File: src/rtl/aafi_pkg.sv
package aafi_pkg;

    // data type codes carried in the mode field
    localparam logic [3:0] MODE_FLOAT  = 4'd0;
    localparam logic [3:0] MODE_DOUBLE = 4'd1;
    localparam logic [3:0] MODE_INT32  = 4'd2;
    localparam logic [3:0] MODE_INT64  = 4'd3;
    localparam logic [3:0] MODE_INT8   = 4'd4;
    localparam logic [3:0] MODE_INT1   = 4'd5;
    localparam logic [3:0] MODE_INT16  = 4'd6;
    localparam logic [3:0] MODE_HALF   = 4'd7;

    // aggressiveness codes, anything else behaves as mild
    localparam logic [1:0] LEVEL_MILD       = 2'd1;
    localparam logic [1:0] LEVEL_MEDIUM     = 2'd2;
    localparam logic [1:0] LEVEL_AGGRESSIVE = 2'd3;

    // configuration register indexes
    localparam logic [2:0] CFG_ALU_ENABLE   = 3'd0;
    localparam logic [2:0] CFG_LEVEL        = 3'd1;
    localparam logic [2:0] CFG_BYTE_COUNT   = 3'd2;
    localparam logic [2:0] CFG_SEED         = 3'd3;
    localparam logic [2:0] CFG_THR_MILD     = 3'd4;
    localparam logic [2:0] CFG_THR_MEDIUM   = 3'd5;
    localparam logic [2:0] CFG_THR_AGGR     = 3'd6;

    // reset values
    localparam logic [63:0] SEED_RESET     = 64'd12345;
    localparam logic [63:0] THR_MILD_RESET = 64'd18446744073710;
    localparam logic [63:0] THR_MED_RESET  = 64'd1844674407370955;
    localparam logic [63:0] THR_AGGR_RESET = 64'd184467440737095516;

    // mantissa bits cleared per level
    localparam logic [5:0] FLOAT_DROP_MILD  = 6'd7;
    localparam logic [5:0] FLOAT_DROP_MED   = 6'd15;
    localparam logic [5:0] FLOAT_DROP_AGGR  = 6'd19;
    localparam logic [5:0] DOUBLE_DROP_MILD = 6'd20;
    localparam logic [5:0] DOUBLE_DROP_MED  = 6'd36;
    localparam logic [5:0] DOUBLE_DROP_AGGR = 6'd44;

    typedef struct packed {
        logic        alu_enable;
        logic [1:0]  level;
        logic [3:0]  byte_count;
        logic [63:0] thr_mild;
        logic [63:0] thr_medium;
        logic [63:0] thr_aggr;
    } t_cfg;

    // one 21/35/4 xorshift step
    function automatic logic [63:0] xorshift64(input logic [63:0] x);
        logic [63:0] a;
        logic [63:0] b;
        a = x ^ (x >> 21);
        b = a ^ (a << 35);
        return b ^ (b >> 4);
    endfunction

    // size of the data type in bytes, unknown codes are zero
    function automatic logic [3:0] type_size(input logic [3:0] mode);
        logic [3:0] s;
        unique case (mode)
            MODE_FLOAT:  s = 4'd4;
            MODE_DOUBLE: s = 4'd8;
            MODE_INT32:  s = 4'd4;
            MODE_INT64:  s = 4'd8;
            MODE_INT8:   s = 4'd1;
            MODE_INT1:   s = 4'd1;
            MODE_INT16:  s = 4'd2;
            MODE_HALF:   s = 4'd2;
            default:     s = 4'd0;
        endcase
        return s;
    endfunction

endpackage

File: src/rtl/approximate_alu_fault_injector_unit.sv
// approximate alu fault injector
//
// slave stream: i_s_tdata carries the raw 64-bit alu result, i_s_tuser the
// 4-bit data type code. master stream: o_m_tdata carries the degraded result.
// config channel: i_cfg_valid / o_cfg_ready with a 3-bit register index and
// 64-bit data; o_cfg_ready is always high. writes are to be made while idle
// only; the block itself does not enforce it.
// pipeline: a taken beat sits in the input register, passes the combinational
// generator step (two chained xorshift steps, a compare and a byte merge) and
// lands in the result register that drives the master side. throughput is one
// beat per cycle while the receiver does not stall; each register holds a beat.
//
// when the receiver stalls the result register holds its beat; the input
// register still takes one more beat, then o_s_tready drops until the
// master side moves again. the generator advances only when a beat moves
// from the input register into the result register.
//
// reset (synchronous, active low) empties both registers, restores every
// configuration register and loads the generator with the default seed.
module approximate_alu_fault_injector_unit
    import aafi_pkg::*;
(
    input  logic        i_clk,
    input  logic        i_rst_n,
    // slave stream
    input  logic        i_s_tvalid,
    output logic        o_s_tready,
    input  logic [63:0] i_s_tdata,   // [63:0] value
    input  logic [3:0]  i_s_tuser,   // [3:0] mode
    // master stream
    output logic        o_m_tvalid,
    input  logic        i_m_tready,
    output logic [63:0] o_m_tdata,   // [63:0] result
    // configuration writes
    input  logic        i_cfg_valid,
    output logic        o_cfg_ready,
    input  logic [2:0]  i_cfg_index,
    input  logic [63:0] i_cfg_data
);

    t_cfg        r_cfg;
    logic [63:0] r_gen;
    logic        r_in_valid;
    logic [3:0]  r_mode;
    logic [63:0] r_value;
    logic        r_out_valid;
    logic [63:0] r_result;

    logic        w_out_free;
    logic        w_fire;
    logic        w_s_accept;
    logic        w_cfg_wr;
    logic [63:0] w_result;
    logic [63:0] w_gen_next;

    // result register free, or emptied in this cycle
    assign w_out_free = !r_out_valid || i_m_tready;
    // beat moves from the input register to the result register
    assign w_fire     = r_in_valid && w_out_free;
    assign o_s_tready = !r_in_valid || w_out_free;
    assign w_s_accept = i_s_tvalid && o_s_tready;
    assign o_cfg_ready = 1'b1;
    assign w_cfg_wr    = i_cfg_valid;

    aafi_datapath u_datapath (
        .i_mode     (r_mode),
        .i_value    (r_value),
        .i_gen      (r_gen),
        .i_cfg      (r_cfg),
        .o_result   (w_result),
        .o_gen_next (w_gen_next)
    );

    // configuration registers and generator state
    always_ff @(posedge i_clk) begin
        if (!i_rst_n) begin
            r_cfg.alu_enable <= 1'b0;
            r_cfg.level      <= LEVEL_MILD;
            r_cfg.byte_count <= 4'd0;
            r_cfg.thr_mild   <= THR_MILD_RESET;
            r_cfg.thr_medium <= THR_MED_RESET;
            r_cfg.thr_aggr   <= THR_AGGR_RESET;
            r_gen            <= SEED_RESET;
        end else begin
            if (w_fire) begin
                r_gen <= w_gen_next;
            end
            if (w_cfg_wr) begin
                unique case (i_cfg_index)
                    CFG_ALU_ENABLE: r_cfg.alu_enable <= i_cfg_data[0];
                    CFG_LEVEL:      r_cfg.level      <= i_cfg_data[1:0];
                    CFG_BYTE_COUNT: r_cfg.byte_count <= i_cfg_data[3:0];
                    CFG_SEED:       r_gen            <= i_cfg_data;
                    CFG_THR_MILD:   r_cfg.thr_mild   <= i_cfg_data;
                    CFG_THR_MEDIUM: r_cfg.thr_medium <= i_cfg_data;
                    CFG_THR_AGGR:   r_cfg.thr_aggr   <= i_cfg_data;
                    default: ;
                endcase
            end
        end
    end

    // input register
    always_ff @(posedge i_clk) begin
        if (!i_rst_n) begin
            r_in_valid <= 1'b0;
        end else if (w_s_accept) begin
            r_in_valid <= 1'b1;
        end else if (w_fire) begin
            r_in_valid <= 1'b0;
        end
    end

    always_ff @(posedge i_clk) begin
        if (w_s_accept) begin
            r_mode  <= i_s_tuser;
            r_value <= i_s_tdata;
        end
    end

    // result register
    always_ff @(posedge i_clk) begin
        if (!i_rst_n) begin
            r_out_valid <= 1'b0;
        end else if (w_fire) begin
            r_out_valid <= 1'b1;
        end else if (i_m_tready) begin
            r_out_valid <= 1'b0;
        end
    end

    always_ff @(posedge i_clk) begin
        if (w_fire) begin
            r_result <= w_result;
        end
    end

    assign o_m_tvalid = r_out_valid;
    assign o_m_tdata  = r_result;

endmodule

File: src/rtl/aafi_datapath.sv
module aafi_datapath
    import aafi_pkg::*;
(
    input  logic [3:0]  i_mode,
    input  logic [63:0] i_value,
    input  logic [63:0] i_gen,
    input  t_cfg        i_cfg,
    output logic [63:0] o_result,
    output logic [63:0] o_gen_next
);

    logic [63:0] w_first;
    logic [63:0] w_second;
    logic [63:0] w_thr;
    logic [5:0]  w_drop;
    logic [63:0] w_fp_mask;
    logic        w_is_fp;
    logic        w_hit;
    logic [3:0]  w_size;
    logic [3:0]  w_nbytes;
    logic [63:0] w_byte_mask;

    assign w_first  = xorshift64(i_gen);
    assign w_second = xorshift64(w_first);
    assign w_is_fp  = (i_mode == MODE_FLOAT) || (i_mode == MODE_DOUBLE);

    // per-level threshold and mantissa cut
    always_comb begin
        unique case (i_cfg.level)
            LEVEL_MEDIUM: begin
                w_thr  = i_cfg.thr_medium;
                w_drop = (i_mode == MODE_DOUBLE) ? DOUBLE_DROP_MED : FLOAT_DROP_MED;
            end
            LEVEL_AGGRESSIVE: begin
                w_thr  = i_cfg.thr_aggr;
                w_drop = (i_mode == MODE_DOUBLE) ? DOUBLE_DROP_AGGR : FLOAT_DROP_AGGR;
            end
            default: begin
                w_thr  = i_cfg.thr_mild;
                w_drop = (i_mode == MODE_DOUBLE) ? DOUBLE_DROP_MILD : FLOAT_DROP_MILD;
            end
        endcase
    end

    assign w_fp_mask = {64{1'b1}} << w_drop;
    assign w_hit     = w_first < w_thr;
    assign w_size    = type_size(i_mode);
    assign w_nbytes  = (i_cfg.byte_count < w_size) ? i_cfg.byte_count : w_size;

    always_comb begin
        for (int k = 0; k < 8; k++) begin
            w_byte_mask[8*k +: 8] = {8{4'(k) < w_nbytes}};
        end
    end

    always_comb begin
        if (!i_cfg.alu_enable) begin
            o_result   = i_value;
            o_gen_next = i_gen;
        end else if (w_is_fp) begin
            o_result   = i_value & w_fp_mask;
            o_gen_next = w_first;
        end else if (w_hit) begin
            o_result   = (i_value & ~w_byte_mask) | (w_second & w_byte_mask);
            o_gen_next = w_second;
        end else begin
            o_result   = i_value;
            o_gen_next = w_first;
        end
    end

endmodule

File: config.mk
export PLATFORM = sky130hd
export DESIGN_NAME = approximate_alu_fault_injector_unit
export DESIGN_NICKNAME = d
export VERILOG_FILES = /design/src/rtl/aafi_pkg.sv /design/src/rtl/approximate_alu_fault_injector_unit.sv /design/src/rtl/aafi_datapath.sv
export SDC_FILE = /design/constraint.sdc
export NUM_CORES = 1
export LEC_CHECK = 0
export BUFFER_PORTS_ARGS = -buffer_cell sky130_fd_sc_hd__buf_2
export CAP_MARGIN = 20
export CORE_MARGIN = 5
export CORE_UTILIZATION = 35
export CTS_CLUSTER_SIZE = 40
export DETAILED_ROUTE_END_ITERATION = 10
export PLACE_DENSITY = 0.54
export SYNTH_ARGS = -nofsm -noshare
export SYNTH_HDL_FRONTEND = slang
export SYNTH_HIERARCHICAL = 1
export SYNTH_SLANG_ARGS = --single-unit
File: constraint.sdc
create_clock -name i_clk -period 11.33 [get_ports i_clk]
set_input_delay 1.133 -clock i_clk [delete_from_list [all_inputs] [get_ports i_clk]]
set_output_delay 1.133 -clock i_clk [all_outputs]
set_load 0.05 [all_outputs]
Yosys cells after proc, flatten, opt, wreduce, memory -nomap -nowiden
Memories as Yosys holds them, arrays and structs flattened. A register that Yosys moved wholly into a read port is not among the register bits.
Index checks and enable logic that the tools add are counted.
{"block": "word_totals", "mem_bits_rw": 0, "latchBits": 0, "reg_bits": 397, "mem_bits_ro": 32, "output_inout_bits": 67, "n_memories": 1}
{"block": "op_classes", "div_mod_pow": 0, "order_cmp": 10, "n_mux": 21, "mul": 0, "eq_ne": 9, "shift": 1, "bitwise_logic": 11, "reduce_logical": 17, "addsub": 0}
{"name": "(name not given)", "words": 8, "word_bits": 4, "read_ports": 1, "rd_ports_with_merged_regs": 1, "write_ports": 0, "line_no": "aafi_pkg.sv:62", "rtl": "unique case (mode)"}
{"operator": "$mux W64", "count": 9}
{"operator": "$and A64 B64 Y64", "count": 3}
{"operator": "$pmux W64 S2", "count": 1}
{"operator": "$xor A64 B43 Y64", "count": 2}
{"operator": "$xor A64 B60 Y64", "count": 2}
{"operator": "$xor A64 B64 Y64", "count": 2}
{"operator": "$lt A64 B64 Y1", "count": 1}
{"operator": "$not A64 Y64", "count": 1}
{"operator": "$or A64 B64 Y64", "count": 1}
{"operator": "$shl A64 B6 Y64 const A", "count": 1}
{"operator": "$lt A3 B4 Y1 const A", "count": 4}
{"operator": "$mux W6", "count": 2}
{"operator": "$pmux W6 S2", "count": 1}
{"operator": "$reduce_and A2 Y1", "count": 6}
{"operator": "$eq A3 B3 Y1 const B", "count": 3}
{"operator": "$lt A1 B4 Y1 const A", "count": 2}
{"operator": "$lt A2 B4 Y1 const A", "count": 2}
{"operator": "$mux W4", "count": 2}
{"operator": "$eq A3 B2 Y1 const B", "count": 2}
{"operator": "$mux W5", "count": 1}
{"operator": "$eq A2 B2 Y1 const B", "count": 2}
{"operator": "$eq A4 B1 Y1 const B", "count": 1}
{"operator": "$logic_not A4 Y1", "count": 1}
{"operator": "$lt A4 B4 Y1", "count": 1}
{"operator": "8 further kinds", "count": 16}

Logic depth before layout (Yosys ltp)
Gate-level depths: netlist (run 1).
{"block": "logic_depth", "depth_word": 12, "ltp_mapped": 20, "ltp_nobuf": 17}

Cells and area by module
The synthesis (run 1) kept the hierarchy.
{"mod": "approximate_alu_fault_injector_unit", "area_per_inst_um2": 13843.3, "seq_area_each_um2": 9268.9, "instances": 1, "cells_per_inst": 1374}
{"mod": "aafi_datapath", "area_per_inst_um2": 8615.8, "seq_area_each_um2": 0.0, "instances": 1, "cells_per_inst": 1201}

Worst setup path before layout (run 1)
No wires, ideal clock.
{"block": "synth_path", "path_kind": "register -> register", "startpoint": "reg r_cfg[196] (netlist bit)", "endpoint": "reg r_gen[5]", "setup_ps": 69, "arrival_ps": 4079, "stages_incl_launch_ff": 21, "slack_ps": 7182, "path_cell_list": "dfxtp_1 > buf_1 > clkbuf_1 > mux2i_1 > nand2_1 > o21ai_0 > ha_1 > a21o_1 > a21o_1 > a221oi_1 > o21ai_0 > a2111oi_2 > buf_2 > buf_2 > a21oi_1 > a211oi_1 > a21o_1 > nand2_1 > o21ai_0 > a21oi_1 > o21ai_1"}
{"block": "synth_via", "elab_chain_len": 9, "elab_cells_between_ends": 10, "classes_between": "order compare (1); eq/ne (2); mux (7)"}
{"item": "start, declared", "line_no": "approximate_alu_fault_injector_unit.sv:41", "rtl": "t_cfg r_cfg;"}
{"item": "$eq A2 B2 Y1", "line_no": "aafi_datapath.sv:29", "rtl": "unique case (i_cfg.level)"}
{"item": "$pmux W64 S2 (*)", "line_no": "aafi_datapath.sv:29"}
{"item": "$lt A64 B64 Y1 (*)", "line_no": "aafi_datapath.sv:46", "rtl": "assign w_hit = w_first < w_thr;"}
{"item": "$mux W64 (*)", "line_no": "aafi_datapath.sv:63", "rtl": "end else if (w_hit) begin"}
{"item": "$mux W64 (*)", "line_no": "aafi_datapath.sv:60", "rtl": "end else if (w_is_fp) begin"}
{"item": "$mux W64 (*)", "line_no": "aafi_datapath.sv:57", "rtl": "if (!i_cfg.alu_enable) begin"}
{"item": "named net w_gen_next[5]", "line_no": "approximate_alu_fault_injector_unit.sv:54", "rtl": "logic [63:0] w_gen_next;"}
{"item": "$mux W64 (*)", "line_no": "approximate_alu_fault_injector_unit.sv:85", "rtl": "if (w_fire) begin"}
{"item": "$mux W64", "line_no": "approximate_alu_fault_injector_unit.sv:89", "rtl": "unique case (i_cfg_index)"}
{"item": "$mux W64 (*)", "line_no": "approximate_alu_fault_injector_unit.sv:88", "rtl": "if (w_cfg_wr) begin"}
{"item": "end signal, assigned", "line_no": "approximate_alu_fault_injector_unit.sv:86", "rtl": "r_gen <= w_gen_next;"}
{"item": "end signal, assigned", "line_no": "approximate_alu_fault_injector_unit.sv:93", "rtl": "CFG_SEED: r_gen <= i_cfg_data;"}
{"item": "end, declared", "line_no": "approximate_alu_fault_injector_unit.sv:42", "rtl": "logic [63:0] r_gen;"}
Mark *: on every way through the listed nets, which the timed path passes. The rest lies on a longest branch.
A chain may end at the register's enable or synchronous reset.

Worst setup path after layout (run 1)
{"block": "layout_path", "startpoint": "reg r_gen[45]", "endpoint": "reg r_gen[4]"}
{"block": "layout_via", "elab_chain_len": 10}
{"item": "$xor A64 B43 Y64 (*)", "line_no": "aafi_pkg.sv:54", "rtl": "a = x ^ (x >> 21);"}
{"item": "$xor A64 B64 Y64 (*)", "line_no": "aafi_pkg.sv:55", "rtl": "b = a ^ (a << 35);"}
{"item": "$xor A64 B60 Y64 (*)", "line_no": "aafi_pkg.sv:56", "rtl": "return b ^ (b >> 4);"}
{"item": "$lt A64 B64 Y1 (*)", "line_no": "aafi_datapath.sv:46"}
{"item": "$mux W64 (*)", "line_no": "aafi_datapath.sv:63"}
{"item": "$mux W64 (*)", "line_no": "aafi_datapath.sv:60"}
{"item": "$mux W64 (*)", "line_no": "aafi_datapath.sv:57"}
{"item": "named net w_gen_next[4]", "line_no": "approximate_alu_fault_injector_unit.sv:54"}
{"item": "$mux W64 (*)", "line_no": "approximate_alu_fault_injector_unit.sv:85"}
{"item": "$mux W64", "line_no": "approximate_alu_fault_injector_unit.sv:89"}
{"item": "$mux W64 (*)", "line_no": "approximate_alu_fault_injector_unit.sv:88"}
Marks and branches as above.

==> results of run 1 <==
## flip-flops by register name (all words and copies together) (netlist names)
| name | cells |
|---|---|
| r_gen | 64 |
| r_mode | 4 |
| r_value | 64 |
| r_in_valid | 1 |
| r_cfg | 199 |
| o_m_tvalid | 1 |
| o_m_tdata | 64 |
## stage by stage
step	power (uW)	cells
floorplan	2460	2575
global placement	2950	3478
detailed placement	2960	3478
CTS	4570	3567
global route	4750	3568
finish	4570	3569
## per-layer routing
metal	vias to the layer above	global-route usage (%)	part of all wire, %
met5	-	0	0.072
met4	10	5.72	2.5
met3	150	4.66	7.2
met2	727	35.7	45
met1	9399	32.4	46
li1	9035	-	-
## how the worst max path moves through the flow
| stage | slack, ns | cells past startpoint | to |
|---|---|---|---|
| 6_report | 4.93 | 18 | r_gen[4] |
| 5_1_grt | 4.83 | 18 | r_gen[5] |
| 4_1_cts | 5.15 | 19 | r_gen[4] |
| 3_5_place_dp | 5.14 | 19 | r_gen[4] |
| 3_3_place_gp | 5.10 | 18 | r_gen[4] |
| 2_1_floorplan | 7.18 | 20 | r_gen[5] |
## synthesized netlist by cell type, types with 4 or more instances
master	number	area [um^2]
o211ai_1	9	67.6
nand3_1	115	576
a21o_1	16	120
buf_1	10	37.5
a22o_1	8	70.1
nor3_1	9	45.0
a211oi_1	10	75.1
xnor2_1	218	1910
inv_1	66	248
o31ai_1	4	30.0
mux2_2	29	327
a21boi_0	64	480
nand2b_1	10	62.6
buf_4	5	37.5
nor2_1	45	169
a31o_2	7	61.3
nand4_1	15	93.8
ha_1	66	826
edfxtp_1	132	3960
o21ai_0	173	866
xor2_2	6	97.6
dfxtp_1	265	5310
and4_1	7	61.3
and3_1	7	43.8
nor2b_1	13	81.3
nand2_1	637	2390
buf_2	50	250
a21oi_1	73	365
nand4_2	5	62.6
mux2i_1	87	871
clkbuf_1	110	413
a21boi_1	49	368
xnor2_2	16	260
a31oi_1	66	413
o21a_1	4	30.0
xor2_1	74	648
o22ai_1	44	275
## area by class of cell
cell class | count | area (um^2) | share of cell area [%]
multi-input combinational | 1930 | 12200 | 47.5
sequential | 397 | 9280 | 36.1
clock buffer | 63 | 1300 | 5.05
timing repair buffer | 238 | 1280 | 4.98
tap | 846 | 1060 | 4.12
clock inverter | 26 | 329 | 1.28
inverter | 67 | 254 | 0.988
antenna | 2 | 5.00 | 0.0195
## power groups by stage
| stage | registers, uW | logic, uW | clock network [uW] |
|---|---|---|---|
| 4_1_cts | 1580 | 1360 | 1640 |
| 3_3_place_gp | 1610 | 1340 | 0 |
| 5_1_grt | 1590 | 1460 | 1700 |
| 2_1_floorplan | 1620 | 842 | 0 |
| 6_report | 1580 | 1390 | 1600 |
| 3_5_place_dp | 1610 | 1350 | 0 |
## tightest hold or removal path, cell delays in order, from the launching register on
cell and delay, ns:
dfxtp_1 0.30, nand2_1 0.05, a21boi_1 0.05
## cell families after synthesis
family          after synthesis  synth area share (%)
fa+ha+maj                    66                  3.68
simple gates                879                  16.5
flops                       397                  41.3
xor+xnor                    315                  13.1
buf+inv                     248                  4.62
other cells                   1                0.0167
mux                         116                  5.33
compound gates              553                  15.5
## placed cells by master, fill, tap and decap left out, drive strengths merged, types with 11 or more instances in the layout
cell	instances
xor2	80
nand2	637
a21oi	75
clkinv	14
clkbuf	63
o21ai	177
dfxtp	265
buf	238
mux2i	87
a21boi	113
ha	66
nor2b	13
o22ai	44
nor2	47
xnor2	234
inv	70
a31oi	66
a211oi	11
nand3	116
nand4	20
mux2	29
a21o	16
edfxtp	132
==> flow_metrics.py, run 1 <==
metrics = {
    "timing": {
        "setup_viol": 0,
        "fin_worst_skew_ns": 0.0315,
        "hold_violations": 0,
        "relSlewSlack_pct": 22.6,
        "max_slew.worst_pin.slew_ns": 1.15,
        "finalCriticalPeriod_ns": 6.40,
        "max_freq_mhz": 156,
        "holdWs_ns": 0.449,
        "tns_ns": 0,
        "rsz0062_at_grt": "false",
        "period_share_pct": 56.5,
        "drv_slew": 0,
        "setup_slack_ns": 4.93,
    },
    "worst_setup_path": {
        "crit_buf_inv": 2,
        "crit_chain": "xor2_1 > xnor2_1 > xnor2_1 > ha_1 > nand4_1 > nor2_1 > nand4_1 > a311oi_1 > o21ai_4 > buf_4 > and2_2 > buf_4 > a21oi_1 > mux2_2 > nand2_1 > o21ai_0 > a21oi_1 > o21ai_0",
        "criticalPathCategory": "register to register",
        "cpPeakStageDelay_ns": 0.85,
        "rr_endpoint": "r_gen[4]",
        "r2r_slack_ns": 4.93,
        "critPathLaunch": "r_gen[45]",
        "r2r-start": "r_gen[45]",
        "ff2ff_path_depth": 18,
        "critical_path.max_fanout": 62,
        "cp_slowest_cell": "xor2_1",
        "cpLargestDelayFamily": "XOR/XNOR gates",
        "end_kind": "register",
        "crit_required_ns": 11.76,
        "critPathArrivalTime_ns": 6.83,
        "cp-start-kind": "register",
    },
    "yosys": {
        "synth-edff-count": 132,
        "syn_area_per_cell_um2": 8.72,
        "ys_ff_latch": 397,
        "ys_warn_count": 6,
        "syn-num-nets": 2781,
        "syn-instance-count": 2575,
        "synth_ff_type": "dfxtp_1",
        "async_flop_share_pct": 0,
        "yosysSeqAreaShare_pct": 41.3,
        "netlist_area_um2": 22500,
        "ys_types": 71,
    },
    "clocking": {
        "cts_root_buffer": "clkbuf_16",
        "cts.sinks": 397,
        "clk_latency_ns": 0.60,
        "cts_setup_buffers": 0,
        "path_clk_slew_ns": 0.06,
        "cts_resized": 0,
        "cts_buffer_depth": 3,
        "postCtsHoldBufs": 0,
        "numCtsBuffers": 48,
        "cts_max_level": 2,
        "cts_tree": "yes",
    },
    "global_routing": {
        "grt_pass1_vias": 18706,
        "antenna_found_initial": 8,
        "grt_max_degree": 102,
        "grt-ovfl-total": 0,
        "grt.total_usage_pct": 22.8,
        "grt_pass1_wl_mm": 123,
    },
    "final_layout": {
        "fin_area_um2": 25700,
        "drive_gt1_share_pct": 14.6,
        "final_net_count": 2888,
        "fin_util_pct": 40.6,
        "fillers": 6363,
        "area_delta_synth_final_pct": 14.5,
    },
    "floorplan": {
        "ios": 207,
        "start_util_pct": 35.5,
        "rows": 92,
        "dieHeight_um": 263,
        "dieArea_um2": 69300,
        "fp.coreArea_um2": 63300,
        "fp.dieW_um": 263,
    },
    "route": {
        "routed_wl_mm": 82.1,
        "ant_nets": 0,
        "vias": 19321,
        "drt_first_pass_iters": 8,
        "drcViolationCount": 0,
        "wl_per_cell_um": 23.0,
        "vias_per_cell": 5.41,
        "first_iter_violations": 1855,
    },
    "min_path": {
        "min_path_cells": 2,
        "hp-class": "register to register",
        "min_to": "r_cfg[160]",
        "hp-start": "r_cfg[160]",
    },
    "power": {
        "clkPwrFrac_pct": 35.1,
        "p_switching_uw": 1620,
        "ir_drop_v": 0.0000962,
        "power.density_nw_per_um2": 178,
        "intPower_uw": 2950,
        "total_leakage_power_uw": 0.0103,
        "p_comb_share_pct": 30.3,
        "seqPwrFrac_pct": 34.6,
        "p_sw_share_pct": 35.4,
    },
    "place": {
        "portBuffers": 205,
        "place_ws_ns": 5.14,
        "dp_hpwl_mm": 59.7,
        "dpl_cell_area_um2": 24100,
        "routabilityCongestion": 1.01,
    },
    "run": {
        "maxCapViolations": 0,
    },
    "outcome": {
        "status": "finished clean",
    },
}
(Power assumes the default switching activity.)
==> run 2, diff against run 1 <==
Settings changed: PLACE_DENSITY 0.54 to 0.56.
Clock period 11.33 ns to 5.5 ns, I/O delays scaled along.
==> flow_metrics.py, run 2 (synthesis results as in run 1) <==
metrics = {
    "outcome": {
        "status": "finished clean",
    },
    "final_layout": {
        "largest_reg_flops": 199,
        "area_delta_synth_final_pct": 17.4,
        "layout_commonest_cell": "nand2_1",
        "drive_gt1_share_pct": 17.1,
        "final_net_count": 2960,
        "mostFrequentLayoutCells": "635 x nand2_1, 262 x dfxtp_1, 217 x xnor2_1",
        "top_register": "r_cfg",
        "fin_area_um2": 26400,
    },
    "global_routing": {
        "grt.total_usage_pct": 23.7,
        "grt_pass1_vias": 18614,
        "antenna_found_initial": 6,
        "grt_pass1_wl_mm": 127,
        "grt-ovfl-total": 0,
        "grt_max_degree": 129,
    },
    "run": {
        "maxCapViolations": 0,
    },
    "route": {
        "first_iter_violations": 2003,
        "ant_nets": 0,
        "wl_per_cell_um": 23.6,
        "vias": 19610,
        "drcViolationCount": 0,
        "drt_first_pass_iters": 6,
        "routed_wl_mm": 86.0,
        "vias_per_cell": 5.39,
    },
    "place": {
        "portBuffers": 205,
        "routabilityCongestion": 1.03,
        "dpl_cell_area_um2": 24700,
        "dp_hpwl_mm": 64.0,
        "place_ws_ns": 0.159,
    },
    "timing": {
        "rsz0062_at_grt": "false",
        "max_freq_mhz": 189,
        "relSlewSlack_pct": 23.4,
        "holdWs_ns": 0.137,
        "drv_slew": 0,
        "max_slew.worst_pin.slew_ns": 1.14,
        "period_share_pct": 96.1,
        "setup_slack_ns": 0.212,
        "setup_viol": 0,
        "tns_ns": 0,
        "hold_violations": 0,
        "fin_worst_skew_ns": 0.0323,
        "finalCriticalPeriod_ns": 5.29,
    },
    "power": {
        "seqPwrFrac_pct": 33.6,
        "p_switching_uw": 3460,
        "power.density_nw_per_um2": 367,
        "ir_drop_v": 0.000209,
        "p_comb_share_pct": 32.5,
        "intPower_uw": 6210,
        "total_leakage_power_uw": 0.0107,
        "p_sw_share_pct": 35.8,
        "clkPwrFrac_pct": 33.9,
    },
    "worst_setup_path": {
        "critPathArrivalTime_ns": 5.72,
        "critical_path.max_fanout": 27,
        "end_kind": "register",
        "cp-start-kind": "register",
        "crit_required_ns": 5.93,
        "criticalPathCategory": "register to register",
    },
    "clocking": {
        "cts_buffer_depth": 3,
        "cts.sinks": 397,
        "path_clk_slew_ns": 0.06,
        "numCtsBuffers": 46,
        "cts_setup_buffers": 0,
        "cts_max_level": 2,
        "clk_latency_ns": 0.59,
        "cts_root_buffer": "clkbuf_16",
        "cts_tree": "yes",
    },
    "floorplan": {
        "ios": 207,
        "fp.coreArea_um2": 63300,
        "dieArea_um2": 69300,
        "dieHeight_um": 263,
        "rows": 92,
        "start_util_pct": 35.5,
        "fp.dieW_um": 263,
    },
    "min_path": {
        "hp-class": "input port to register",
    },
}
run 2: worst paths after layout:
check	startpoint	endpoint	slack, ns	depth (start not counted)
max	r_gen[39]	r_gen[57]	0.21	17
min	i_s_tdata[12]	r_value[12]	0.14	1
max reg2reg	r_gen[39]	r_gen[57]	0.21	17
min reg2reg	r_cfg[88]	r_cfg[88]	0.45	2
run 2: stage by stage:
| step | util, % | power, uW | instances |
|---|---|---|---|
| finish | 41.6 | 9670 | 3638 |
| global route | 41.6 | 10000 | 3635 |
| CTS | 41.6 | 9670 | 3634 |
| detailed placement | 39.1 | 6360 | 3552 |
| global placement | 39.1 | 6350 | 3552 |
| floorplan | - | 5080 | 2575 |
run 2: per-layer routing:
metal	GRT usage, %	vias up	routed length (um)
met5	0	-	13
met4	7.32	2	2890
met3	4.48	137	5910
met2	36.3	756	37500
met1	34.1	9522	39700
li1	-	9193	-
run 2: critical path, stage by stage, from the launching register on:
cell,delay [ns]
dfxtp_1,0.54
xnor2_1,0.31
xnor2_1,0.96
xnor2_2,0.36
ha_1,0.41
nand4_1,0.12
nor2_1,0.13
nand4_1,0.30
o21ai_0,0.51
a2111oi_4,0.12
buf_12,0.20
and2_2,0.24
buf_4,0.18
buf_4,0.17
a311o_1,0.28
xor2_1,0.14
nand2_1,0.06
a31oi_1,0.07
run 2: layout make-up:
class | instances | area [um^2]
clock inverters | 28 | 350
well taps | 846 | 1060
clock buffers | 54 | 1250
repair buffers | 312 | 1950
flip-flops and latches | 397 | 9280
fillers | 6313 | 36900
multi-input cells | 1930 | 12200
diodes | 4 | 10.0
inverters | 67 | 254
run 2: power groups by stage:
stage	logic (uW)	clock network (uW)	registers [uW]
floorplan	1730	0	3340
global placement	3040	0	3310
detailed placement	3050	0	3310
CTS	3070	3350	3250
global route	3280	3470	3260
finish	3140	3280	3250
run 2: repair_timing:
action | in CTS | in global routing
gates resized for setup | 0 | 1
hold buffers | 0 | 0
endpoints found under the setup margin | 0 | 6
